--- src/sexpr_token_scanner_core_defines.svh ---
// Assertion macros shared by the scanner RTL.
// No dependencies; included by files that carry concurrent checks.
`ifndef SEXPR_TOKEN_SCANNER_CORE_DEFINES_SVH
`define SEXPR_TOKEN_SCANNER_CORE_DEFINES_SVH

// Check that a condition holds at every edge outside reset
`define STS_ASSERT_ALWAYS(lbl, clk, rst_n, cond, msg) \
    lbl: assert property (@(posedge clk) disable iff (!rst_n) (cond)) else $error(msg);

// Check that a condition in one cycle implies another in the next
`define STS_ASSERT_NEXT(lbl, clk, rst_n, ante, cons, msg) \
    lbl: assert property (@(posedge clk) disable iff (!rst_n) (ante) |=> (cons)) \
        else $error(msg);

`endif

--- src/sts_pkg.sv ---
// Types, codes and helpers of the s-expression token scanner.
// No dependencies; imported by the register block and the top level.
package sts_pkg;

    // Register indexes on the configuration port
    localparam logic [2:0] REG_OPEN    = 3'd0;
    localparam logic [2:0] REG_CLOSE   = 3'd1;
    localparam logic [2:0] REG_COMMENT = 3'd2;
    localparam logic [2:0] REG_QUOTE   = 3'd3;
    localparam logic [2:0] REG_ESCAPE  = 3'd4;

    // Delimiter reset values
    localparam logic [7:0] OPEN_RST    = 8'd40;
    localparam logic [7:0] CLOSE_RST   = 8'd41;
    localparam logic [7:0] COMMENT_RST = 8'd59;
    localparam logic [7:0] QUOTE_RST   = 8'd34;
    localparam logic [7:0] ESCAPE_RST  = 8'd92;

    localparam logic [7:0] NEWLINE_BYTE = 8'h0A;
    localparam int         MAX_RESULTS  = 3;

    typedef enum logic [3:0] {
        MODE_IDLE    = 4'b0001,
        MODE_ATOM    = 4'b0010,
        MODE_STRING  = 4'b0100,
        MODE_COMMENT = 4'b1000
    } scan_mode_t;

    typedef enum logic [2:0] {
        KIND_OPEN         = 3'd0,
        KIND_CLOSE        = 3'd1,
        KIND_ATOM         = 3'd2,
        KIND_STRING       = 3'd3,
        KIND_END          = 3'd4,
        KIND_UNTERMINATED = 3'd5
    } kind_t;

    typedef struct packed {
        logic [7:0] open_char;
        logic [7:0] close_char;
        logic [7:0] comment_char;
        logic [7:0] quote_char;
        logic [7:0] escape_char;
    } cfg_t;

    typedef struct packed {
        logic [7:0] text_byte;
        logic       end_of_text;
    } in_t;

    typedef struct packed {
        logic [2:0]  token_kind;
        logic [15:0] start_offset;
        logic [15:0] end_offset;
        logic        run_last;
    } out_t;

    typedef struct packed {
        kind_t       kind;
        logic [15:0] start_off;
        logic [15:0] end_off;
    } entry_t;

    // Results caused by one byte, oldest in entry zero
    typedef struct packed {
        entry_t [MAX_RESULTS-1:0] ent;
        logic [1:0]               cnt;
    } group_t;

    function automatic logic is_space(input logic [7:0] b);
        return (b == 8'h20) || (b inside {[8'h09:8'h0D]});
    endfunction

    // Append one result to a group
    function automatic group_t push(input group_t g, input kind_t k,
                                    input logic [15:0] s, input logic [15:0] e);
        group_t r;
        r = g;
        r.ent[g.cnt].kind      = k;
        r.ent[g.cnt].start_off = s;
        r.ent[g.cnt].end_off   = e;
        r.cnt                  = g.cnt + 2'd1;
        return r;
    endfunction

endpackage

--- src/sts_cfg_regs.sv ---
// APB-style register block holding the delimiter bytes of the scanner.
// Depends on sts_pkg for register indexes, reset values and cfg_t.
module sts_cfg_regs
    import sts_pkg::*;
(
    input  logic        clk,
    input  logic        rst_n,
    input  logic        psel,
    input  logic        penable,
    input  logic        pwrite,
    input  logic [4:0]  paddr,
    input  logic [31:0] pwdata,
    output logic [31:0] prdata,
    output logic        pready,
    output cfg_t        cfg
);

    cfg_t       cfg_reg;
    logic       wr_en;
    logic [2:0] reg_idx;

    assign pready  = 1'b1;
    assign wr_en   = psel & penable & pwrite & pready;
    assign reg_idx = paddr[4:2];
    assign cfg     = cfg_reg;

    // Write the addressed delimiter; drop writes beyond the list
    always_ff @(posedge clk or negedge rst_n)
    begin
        if (!rst_n)
        begin
            cfg_reg.open_char    <= OPEN_RST;
            cfg_reg.close_char   <= CLOSE_RST;
            cfg_reg.comment_char <= COMMENT_RST;
            cfg_reg.quote_char   <= QUOTE_RST;
            cfg_reg.escape_char  <= ESCAPE_RST;
        end
        else if (wr_en)
        begin
            case (reg_idx)
                REG_OPEN:    cfg_reg.open_char    <= pwdata[7:0];
                REG_CLOSE:   cfg_reg.close_char   <= pwdata[7:0];
                REG_COMMENT: cfg_reg.comment_char <= pwdata[7:0];
                REG_QUOTE:   cfg_reg.quote_char   <= pwdata[7:0];
                REG_ESCAPE:  cfg_reg.escape_char  <= pwdata[7:0];
                default:     ;
            endcase
        end
    end

    // Read back the addressed delimiter
    always_comb
    begin
        case (reg_idx)
            REG_OPEN:    prdata = {24'd0, cfg_reg.open_char};
            REG_CLOSE:   prdata = {24'd0, cfg_reg.close_char};
            REG_COMMENT: prdata = {24'd0, cfg_reg.comment_char};
            REG_QUOTE:   prdata = {24'd0, cfg_reg.quote_char};
            REG_ESCAPE:  prdata = {24'd0, cfg_reg.escape_char};
            default:     prdata = 32'd0;
        endcase
    end

endmodule

--- src/sexpr_token_scanner_core.sv ---
// Top level of the s-expression token scanner: byte classifier and result drain.
// Depends on sts_pkg, sts_cfg_regs and sexpr_token_scanner_core_defines.svh.
//
//  channel   direction  handshake                 payload
//  byte      in         byte_valid / byte_ready   in_t  (text_byte, end_of_text)
//  token     out        token_valid / token_ready out_t (kind, offsets, run_last)
//  config    in         psel / penable / pready   pwdata, paddr, prdata
//
// A byte is classified in the cycle it is accepted; its zero to three results go
// to a two-deep group buffer that drains one result per cycle while token_ready is
// high. Bytes with at most one result then flow at one per cycle; a byte with n
// results holds the token port until all drain, and the two group registers set
// the slack. byte_ready falls only while both group registers are full, however
// long token_ready stays low. Reset clears the scan state and empties the buffer.
`include "sexpr_token_scanner_core_defines.svh"

module sexpr_token_scanner_core
    import sts_pkg::*;
#(
    parameter int OFFSET_BITS = 16
)
(
    input  logic        clk,
    input  logic        rst_n,
    input  logic        byte_valid,
    output logic        byte_ready,
    input  in_t         byte_data,
    output logic        token_valid,
    input  logic        token_ready,
    output out_t        token_data,
    input  logic        psel,
    input  logic        penable,
    input  logic        pwrite,
    input  logic [4:0]  paddr,
    input  logic [31:0] pwdata,
    output logic [31:0] prdata,
    output logic        pready
);

    localparam logic [OFFSET_BITS-1:0] POS_MAX = '1;
    localparam logic [OFFSET_BITS-1:0] POS_ONE = OFFSET_BITS'(1);

    cfg_t cfg;

    scan_mode_t             mode_reg, mode_next;
    logic [OFFSET_BITS-1:0] pos_reg, pos_next;
    logic [OFFSET_BITS-1:0] tstart_reg, tstart_next;
    logic                   esc_reg, esc_next;

    group_t     a_grp_reg, a_grp_next;
    logic       a_valid_reg, a_valid_next;
    logic [1:0] a_idx_reg, a_idx_next;
    group_t     b_grp_reg, b_grp_next;
    logic       b_valid_reg, b_valid_next;

    group_t                 grp;
    logic                   accept;
    logic                   new_grp;
    logic                   tok_fire;
    logic                   a_done;
    logic                   cls;
    logic [OFFSET_BITS-1:0] pos_inc;
    logic [7:0]             b;
    logic                   is_open, is_close, is_comment, is_quote, is_esc, is_ws;
    entry_t                 cur;

    function automatic logic [15:0] lo16(input logic [OFFSET_BITS-1:0] v);
        logic [OFFSET_BITS+15:0] w;
        w = {16'd0, v};
        return w[15:0];
    endfunction

    sts_cfg_regs u_cfg (
        .clk     (clk),
        .rst_n   (rst_n),
        .psel    (psel),
        .penable (penable),
        .pwrite  (pwrite),
        .paddr   (paddr),
        .pwdata  (pwdata),
        .prdata  (prdata),
        .pready  (pready),
        .cfg     (cfg)
    );

    // Classify the byte against the delimiters
    assign b          = byte_data.text_byte;
    assign is_open    = (b == cfg.open_char);
    assign is_close   = (b == cfg.close_char);
    assign is_comment = (b == cfg.comment_char);
    assign is_quote   = (b == cfg.quote_char);
    assign is_esc     = (b == cfg.escape_char);
    assign is_ws      = is_space(b);
    assign pos_inc    = (pos_reg == POS_MAX) ? pos_reg : pos_reg + POS_ONE;

    // Work out the results and the next scan state of the offered byte
    always_comb
    begin
        grp         = '0;
        mode_next   = mode_reg;
        tstart_next = tstart_reg;
        esc_next    = esc_reg;
        pos_next    = pos_inc;
        cls         = 1'b0;

        case (mode_reg)
            MODE_IDLE:
            begin
                cls = 1'b1;
            end
            MODE_ATOM:
            begin
                if (is_open || is_close || is_comment || is_ws)
                begin
                    grp       = push(grp, KIND_ATOM, lo16(tstart_reg), lo16(pos_reg));
                    mode_next = MODE_IDLE;
                    cls       = 1'b1;
                end
            end
            MODE_STRING:
            begin
                if (is_quote && !esc_reg)
                begin
                    grp       = push(grp, KIND_STRING, lo16(tstart_reg), lo16(pos_reg));
                    mode_next = MODE_IDLE;
                    esc_next  = 1'b0;
                end
                else
                begin
                    esc_next = is_esc;
                end
            end
            MODE_COMMENT:
            begin
                if (b == NEWLINE_BYTE)
                begin
                    mode_next = MODE_IDLE;
                end
            end
            default:
            begin
                mode_next = MODE_IDLE;
            end
        endcase

        // Start a token from the idle position
        if (cls)
        begin
            if (is_open)
            begin
                grp = push(grp, KIND_OPEN, lo16(pos_reg), lo16(pos_inc));
            end
            else if (is_close)
            begin
                grp = push(grp, KIND_CLOSE, lo16(pos_reg), lo16(pos_inc));
            end
            else if (is_comment)
            begin
                mode_next = MODE_COMMENT;
            end
            else if (is_quote)
            begin
                mode_next   = MODE_STRING;
                tstart_next = pos_inc;
                esc_next    = is_esc;
            end
            else if (!is_ws)
            begin
                mode_next   = MODE_ATOM;
                tstart_next = pos_reg;
            end
        end

        // Flush at the last byte and rewind for the next document
        if (byte_data.end_of_text)
        begin
            if (mode_next == MODE_ATOM)
            begin
                grp = push(grp, KIND_ATOM, lo16(tstart_next), lo16(pos_inc));
            end
            if (mode_next == MODE_STRING)
            begin
                grp = push(grp, KIND_UNTERMINATED, lo16(tstart_next), lo16(pos_inc));
            end
            else
            begin
                grp = push(grp, KIND_END, lo16(pos_inc), lo16(pos_inc));
            end
            mode_next   = MODE_IDLE;
            pos_next    = '0;
            tstart_next = '0;
            esc_next    = 1'b0;
        end
    end

    // Handshakes
    assign byte_ready  = !b_valid_reg;
    assign accept      = byte_valid & byte_ready;
    assign new_grp     = accept & (grp.cnt != 2'd0);
    assign token_valid = a_valid_reg;
    assign tok_fire    = a_valid_reg & token_ready;
    assign a_done      = tok_fire & (a_idx_reg == a_grp_reg.cnt - 2'd1);

    // Present the current result of the head group
    assign cur                     = a_grp_reg.ent[a_idx_reg];
    assign token_data.token_kind   = cur.kind;
    assign token_data.start_offset = cur.start_off;
    assign token_data.end_offset   = cur.end_off;
    assign token_data.run_last     = (a_idx_reg == a_grp_reg.cnt - 2'd1);

    // Advance the head group, refill from the skid group or from the new byte
    always_comb
    begin
        a_grp_next   = a_grp_reg;
        a_valid_next = a_valid_reg;
        a_idx_next   = a_idx_reg;
        b_grp_next   = b_grp_reg;
        b_valid_next = b_valid_reg;

        if (a_done)
        begin
            a_idx_next = 2'd0;
            if (b_valid_reg)
            begin
                a_grp_next   = b_grp_reg;
                b_valid_next = 1'b0;
            end
            else if (new_grp)
            begin
                a_grp_next = grp;
            end
            else
            begin
                a_valid_next = 1'b0;
            end
        end
        else
        begin
            if (tok_fire)
            begin
                a_idx_next = a_idx_reg + 2'd1;
            end
            if (new_grp)
            begin
                if (a_valid_reg)
                begin
                    b_grp_next   = grp;
                    b_valid_next = 1'b1;
                end
                else
                begin
                    a_grp_next   = grp;
                    a_valid_next = 1'b1;
                    a_idx_next   = 2'd0;
                end
            end
        end
    end

    // Hold control state
    always_ff @(posedge clk or negedge rst_n)
    begin
        if (!rst_n)
        begin
            mode_reg    <= MODE_IDLE;
            pos_reg     <= '0;
            tstart_reg  <= '0;
            esc_reg     <= 1'b0;
            a_valid_reg <= 1'b0;
            a_idx_reg   <= 2'd0;
            b_valid_reg <= 1'b0;
        end
        else
        begin
            if (accept)
            begin
                mode_reg   <= mode_next;
                pos_reg    <= pos_next;
                tstart_reg <= tstart_next;
                esc_reg    <= esc_next;
            end
            a_valid_reg <= a_valid_next;
            a_idx_reg   <= a_idx_next;
            b_valid_reg <= b_valid_next;
        end
    end

    // Hold result payload
    always_ff @(posedge clk)
    begin
        a_grp_reg <= a_grp_next;
        b_grp_reg <= b_grp_next;
    end

    `STS_ASSERT_ALWAYS(a_skid_needs_head, clk, rst_n, !b_valid_reg || a_valid_reg, "skid group without head group")
    `STS_ASSERT_ALWAYS(a_head_not_empty, clk, rst_n, !a_valid_reg || (a_grp_reg.cnt != 2'd0), "empty group buffered")
    `STS_ASSERT_ALWAYS(a_idx_in_range, clk, rst_n, !a_valid_reg || (a_idx_reg < a_grp_reg.cnt), "result index past group")
    `STS_ASSERT_NEXT(a_rewind_at_end, clk, rst_n, accept && byte_data.end_of_text, (pos_reg == '0) && (mode_reg == MODE_IDLE), "no rewind after last byte")

endmodule
--- config.mk ---
export PLATFORM = sky130hd
export DESIGN_NAME = sexpr_token_scanner_core
export DESIGN_NICKNAME = d
export VERILOG_FILES = /design/src/sts_pkg.sv /design/src/sts_cfg_regs.sv /design/src/sexpr_token_scanner_core.sv
export VERILOG_INCLUDE_DIRS = /design/src /design/src/src
export SDC_FILE = /design/constraint.sdc
export NUM_CORES = 1
export LEC_CHECK = 0
export BUFFER_PORTS_ARGS = -buffer_cell sky130_fd_sc_hd__buf_2
export CORE_UTILIZATION = 40
export DETAILED_ROUTE_END_ITERATION = 6
export GPL_TIMING_DRIVEN = 0
export PLACE_DENSITY = 0.7
export SYNTH_ARGS = -nofsm -noshare
export SYNTH_HDL_FRONTEND = slang
export SYNTH_SLANG_ARGS = --single-unit
--- constraint.sdc ---
create_clock -name clk -period 13.1 [get_ports clk]
set_clock_uncertainty 0.05 [all_clocks]
set_input_delay 0.655 -clock clk [delete_from_list [all_inputs] [get_ports clk]]
set_output_delay 0.655 -clock clk [all_outputs]
set_load 0.1 [all_outputs]
**Yosys cells after proc, flatten, opt, wreduce, memory -nomap -nowiden**

Cells that the tools add are included.

- Equality and inequality tests: 22
- Add/subtract/negate cells: 6
- Bitwise operators: 7
- Mux-type cells: 92
- Reductions and logical operators: 25
- $lt $le $gt $ge: 9

Operator list:

| cell | number |
|---|---|
| $bwmux 105 | 15 |
| $mux 107 | 12 |
| $demux 35 s2 | 9 |
| $mux 16 | 12 |
| $mux 35 | 4 |
| $mux 32 | 3 |
| $mux 36 | 2 |
| $pmux 36 s2 | 1 |
| $bmux 35 s2 | 1 |
| $eq 8x8->1 | 5 |
| $mux 4 | 10 |
| $pmux 8 s5 | 1 |
| $add 16x1->16 const B | 1 |
| $eq 16x16->1 const B | 1 |
| $mux 1 | 16 |
| $pmux 4 s4 | 1 |
| $lt 2x3->1 const B | 4 |
| $reduce_and 2->1 | 6 |
| $reduce_and 3->1 | 3 |
| $add 2x1->2 const B | 4 |
| $eq 4x2->1 const B | 2 |
| $eq 4x3->1 const B | 2 |
| $eq 8x4->1 const B | 1 |
| $eq 8x6->1 const B | 1 |
| 21 further kinds | 44 |

- Input bits: 53
- Register bits: 295

**Logic depth before layout (Yosys ltp)**

- Word-level depth: 39
- Depth in mapped cells: 26

**Modules after synthesis**

A second synthesis with hierarchy kept.

- Cells, all modules: 1514
- Area total of the unflattened synthesis: 16390.7 µm²

By module, submodules not included:

| module | area an instance (µm²) | times used | cells each | sequential area each (µm²) |
|---|---|---|---|---|
| sexpr_token_scanner_core | 14252.4 | 1 | 1356 | 7453.4 |
| sts_cfg_regs | 2138.3 | 1 | 158 | 1021.0 |

**Worst setup path after synthesis**

Ideal clock, no wire load.

- Path kind: in2reg
- Start point: input port byte_data[5] (netlist name)
- End point: register a_grp_reg[0] (netlist name) (enable)
- Slack: -0.500 ns
- Data arrival time: 12.806 ns
- Library setup time: 0.743 ns
- Path buffers: 2
- Stages: 22
- Cells stage by stage: buf_2 -> or3_4 -> a2111oi_4 -> a211oi_1 -> a31oi_1 -> nor2_1 -> inv_1 -> buf_2 -> ha_1 -> a21oi_1 -> a21oi_1 -> nor2_1 -> inv_1 -> ha_1 -> nor2_1 -> a21oi_1 -> ha_1 -> and2_1 -> o311ai_0 -> nand4_1 -> ha_1 -> a221oi_1

- Word-level cells in the longest chain between the ends: 22
- Elaborated cells between the ends (all ways): 45

Ends and longest elaborated chain:

| item | RTL line | source |
|---|---|---|
| start: declaration | sexpr_token_scanner_core.sv:27 | `input in_t byte_data,` |
| parallel branches: the longest is 17 deep, another holds $ge 8x4->1 | n/a |  |
| $mux 107 * | sexpr_token_scanner_core.sv:175 | `if (byte_data.end_of_text)` |
| $reduce_bool 2->1 * | sexpr_token_scanner_core.sv:199 | `assign new_grp = accept & (grp.cnt != 2'd0);` |
| $and 1x1->1 * | sexpr_token_scanner_core.sv:199 |  |
| $reduce_bool 2->1 (no line) | n/a |  |
| $reduce_and 3->1 (no line) * | n/a |  |
| end signal: assignment | sexpr_token_scanner_core.sv:291 | `a_grp_reg <= a_grp_next;` |
| end: declaration | sexpr_token_scanner_core.sv:50 | `group_t a_grp_reg, a_grp_next;` |

Every way passes the cells marked *. The select of a mux whose other input is x is not followed.
A chain may end at the register's enable or synchronous reset.

==> results.ini <==
[yosys]
synth_simple_gate_area_frac=0.109
synthXorXnorAreaFrac=0.0279
synth_ff_type=edfxtp_1
yosysTopAreaCell=edfxtp_1
yosys_warnings=0
synthMuxAreaShare=0.124
synth_edf_count=214
synth_top_family_by_area=compound AO/OA/AOI/OAI gates
ys_top_cells_by_area=edfxtp_1 41%, dfrtp_1 10%, mux2_2 9.7%
synth_area_sq_um=15700
synth_seq_area_share=0.539
synthCells=1393
synth_compound_area_frac=0.149
yosysTopAreaCellShare=0.409
avgSynthCellArea_sq_um=11.3
synth_seq_cells=295
yosys.area_share.adder=0.00796
synthArstFlopShare=0.275
yosysUniqueCellTypes=78

[clocking]
root_buffer=clkbuf_16
htreeDepth=1
insertion_delay_ps=600
clkTransAtPathRegs_ps=60
cts_num_sinks=295
cts_tree=done
clock_path_buffers=3
ctsResizeCount=0
cts_buffers=31

[critical_path]
cp_data_required_time_ps=13400
critical_path.max_fanout=11
r2r-start=u_cfg.cfg[29]
path_class=flop to flop
rr_worst_depth=24
timing.rr.end=a_grp_reg[16]
rrSetupSlack_ps=4710
startpoint_type=flop
slowest_delay_ps=810
crit_start=u_cfg.cfg[29]
endpoint=a_grp_reg[16]
worstPathCellList=xor2_1 -> nor4_1 -> and2_1 -> buf_2 -> clkinv_1 -> a31oi_1 -> nor2_1 -> inv_1 -> buf_2 -> ha_1 -> a21oi_1 -> a21oi_1 -> nor2_1 -> inv_1 -> ha_1 -> nor2_1 -> a21oi_1 -> ha_1 -> nand2_1 -> clkinv_1 -> a31oi_1 -> o21ai_1 -> a22o_1 -> mux2_2
end_kind=flop
slowest_stage=a31oi_1
cp.arrival_ps=8680

[floorplan]
die_x_microns=200
fp.coreArea_sq_um=38600
dieArea_sq_um=40100
die_h_microns=200
initial_utilization=0.406
rows=72
io_pins=124

[routing]
wire_per_inst_microns=23.4
vias=12100
drc=0
routed_wl_microns=48300
dr.pass1.iters=6
first_iter_violations=1105
ant_nets=0
detail_route.vias_per_cell=5.86

[layout]
nNetsFinal=1585
layout_common_cells=214 x edfxtp_1, 146 x nand2_1, 135 x mux2_2
mostFrequentLayoutCell=edfxtp_1
final_layout_size_suffix_gt1_frac=0.220
area_growth_pct=14.5
antenna-diode-count=0

[place]
hpwlAfterDp_microns=35300
pre_cts_ws_ps=4560
numPortBuffers=61
gp_congestion=0.990

[global_routing]
grt_usage=0.241
antenna_found_initial=0
grt_remaining_overflow=0
grt_pass1_vias=11900
grt_max_degree=55
grt_pass1_wl_microns=74100

[timing]
timing.final.crit_share=0.640
slew_headroom=0.103
hold_viol=0
finalSetupViolations=0
slew_viol_final=0
fin_crit_ps=8390
worstMarginPinSlew_ps=1310
setup_ws_ps=4710
timing.fmax_ghz=0.119
rsz0062_at_grt=no
whs_ps=318

[power_and_ir_drop]
vdd_drop_max_uv=115
power.density_nw_per_um2=209
power_leakage_uw=0.00675

[run_status]
outcome=completed

[run]
maxCapViolations=0

[min_path]
min_path_type=input pin to flop

-- power breakdown --
part           switching [uW]  total [uW]  internal (uW)
Combinational            1250        1660            414
Sequential               61.2        1220           1160
Clock                     391         870            479
-- synth_stat cells (25+ instances only) --
master	instances
nor3_1	29
clkbuf_1	71
edfxtp_1	214
buf_4	25
mux2_2	135
a21oi_1	43
o22ai_1	26
dfrtp_1	64
o21ai_0	97
nand2_1	146
xnor2_1	30
mux2i_1	43
nor2_1	103
-- per-stage QoR --
step | setup TNS (ps) | total power, uW | instance area (sq um) | utilization | cells
floorplan | 0 | 2460 | 15800 | - | 1416
global placement | -98000 | 2860 | 16800 | 0.434 | 1995
detailed placement | 0 | 2880 | 17000 | 0.440 | 2005
CTS | 0 | 3750 | 18000 | 0.465 | 2064
global route | 0 | 3900 | 18000 | 0.465 | 2065
finish | 0 | 3750 | 18000 | 0.465 | 2065
-- logic make-up after synthesis --
family | after synthesis
AOI/OAI and AO/OA | 340
DFF | 295
buffers and inverters | 144
other | 2
xor gates and xnor gates | 50
adders and majority gates | 10
and+or+nand+nor | 374
muxes | 178
-- metal layers --
| layer | vias up | routed length, microns | global-route usage |
|---|---|---|---|
| met5 | - | 0 | 0 |
| met3 | 113 | 2980 | 0.0317 |
| met1 | 6017 | 20700 | 0.325 |
| li1 | 5462 | - | - |
| met4 | 0 | 2290 | 0.104 |
| met2 | 512 | 22400 | 0.388 |
-- what timing repair did --
action                    in CTS  in global routing
hold buffers                   1                  0
buffers inserted               0                  0
hold endpoints to repair      19                  0
-- how the worst min path moves through the flow --
stage / from / end / slack [ps] / depth (start not counted)
finish: pwdata[0] / u_cfg.cfg[8] / 320 / 2
global route: pwdata[6] / u_cfg.cfg[14] / 300 / 2
CTS: pwdata[6] / u_cfg.cfg[6] / 290 / 2
detailed placement: tstart_reg[12] / tstart_reg[12] / 440 / 2
global placement: tstart_reg[9] / tstart_reg[9] / 440 / 2
floorplan: rst_n / a_idx_reg[0] / 310 / 0
-- final cells by class --
cell class | count | area [sq um]
clock inverter | 21 | 189
fill | 3533 | 20700
inverter | 18 | 67.6
clock buffer | 37 | 798
multi-input combinational | 977 | 6680
sequential | 295 | 8470
timing repair buffer | 73 | 533
tap | 518 | 648
buffer | 126 | 597
-- worst max-delay path, delay by kind of cell, from the launching register on --
| family | cells | cell delay (ps) |
|---|---|---|
| DFF | 1 | 560 |
| xor gates and xnor gates | 1 | 70 |
| adders and majority gates | 3 | 870 |
| and+or+nand+nor | 6 | 1700 |
| buffers and inverters | 6 | 1560 |
| muxes | 1 | 270 |
| AOI/OAI and AO/OA | 7 | 3060 |
Power figures use the tool's default switching activity.
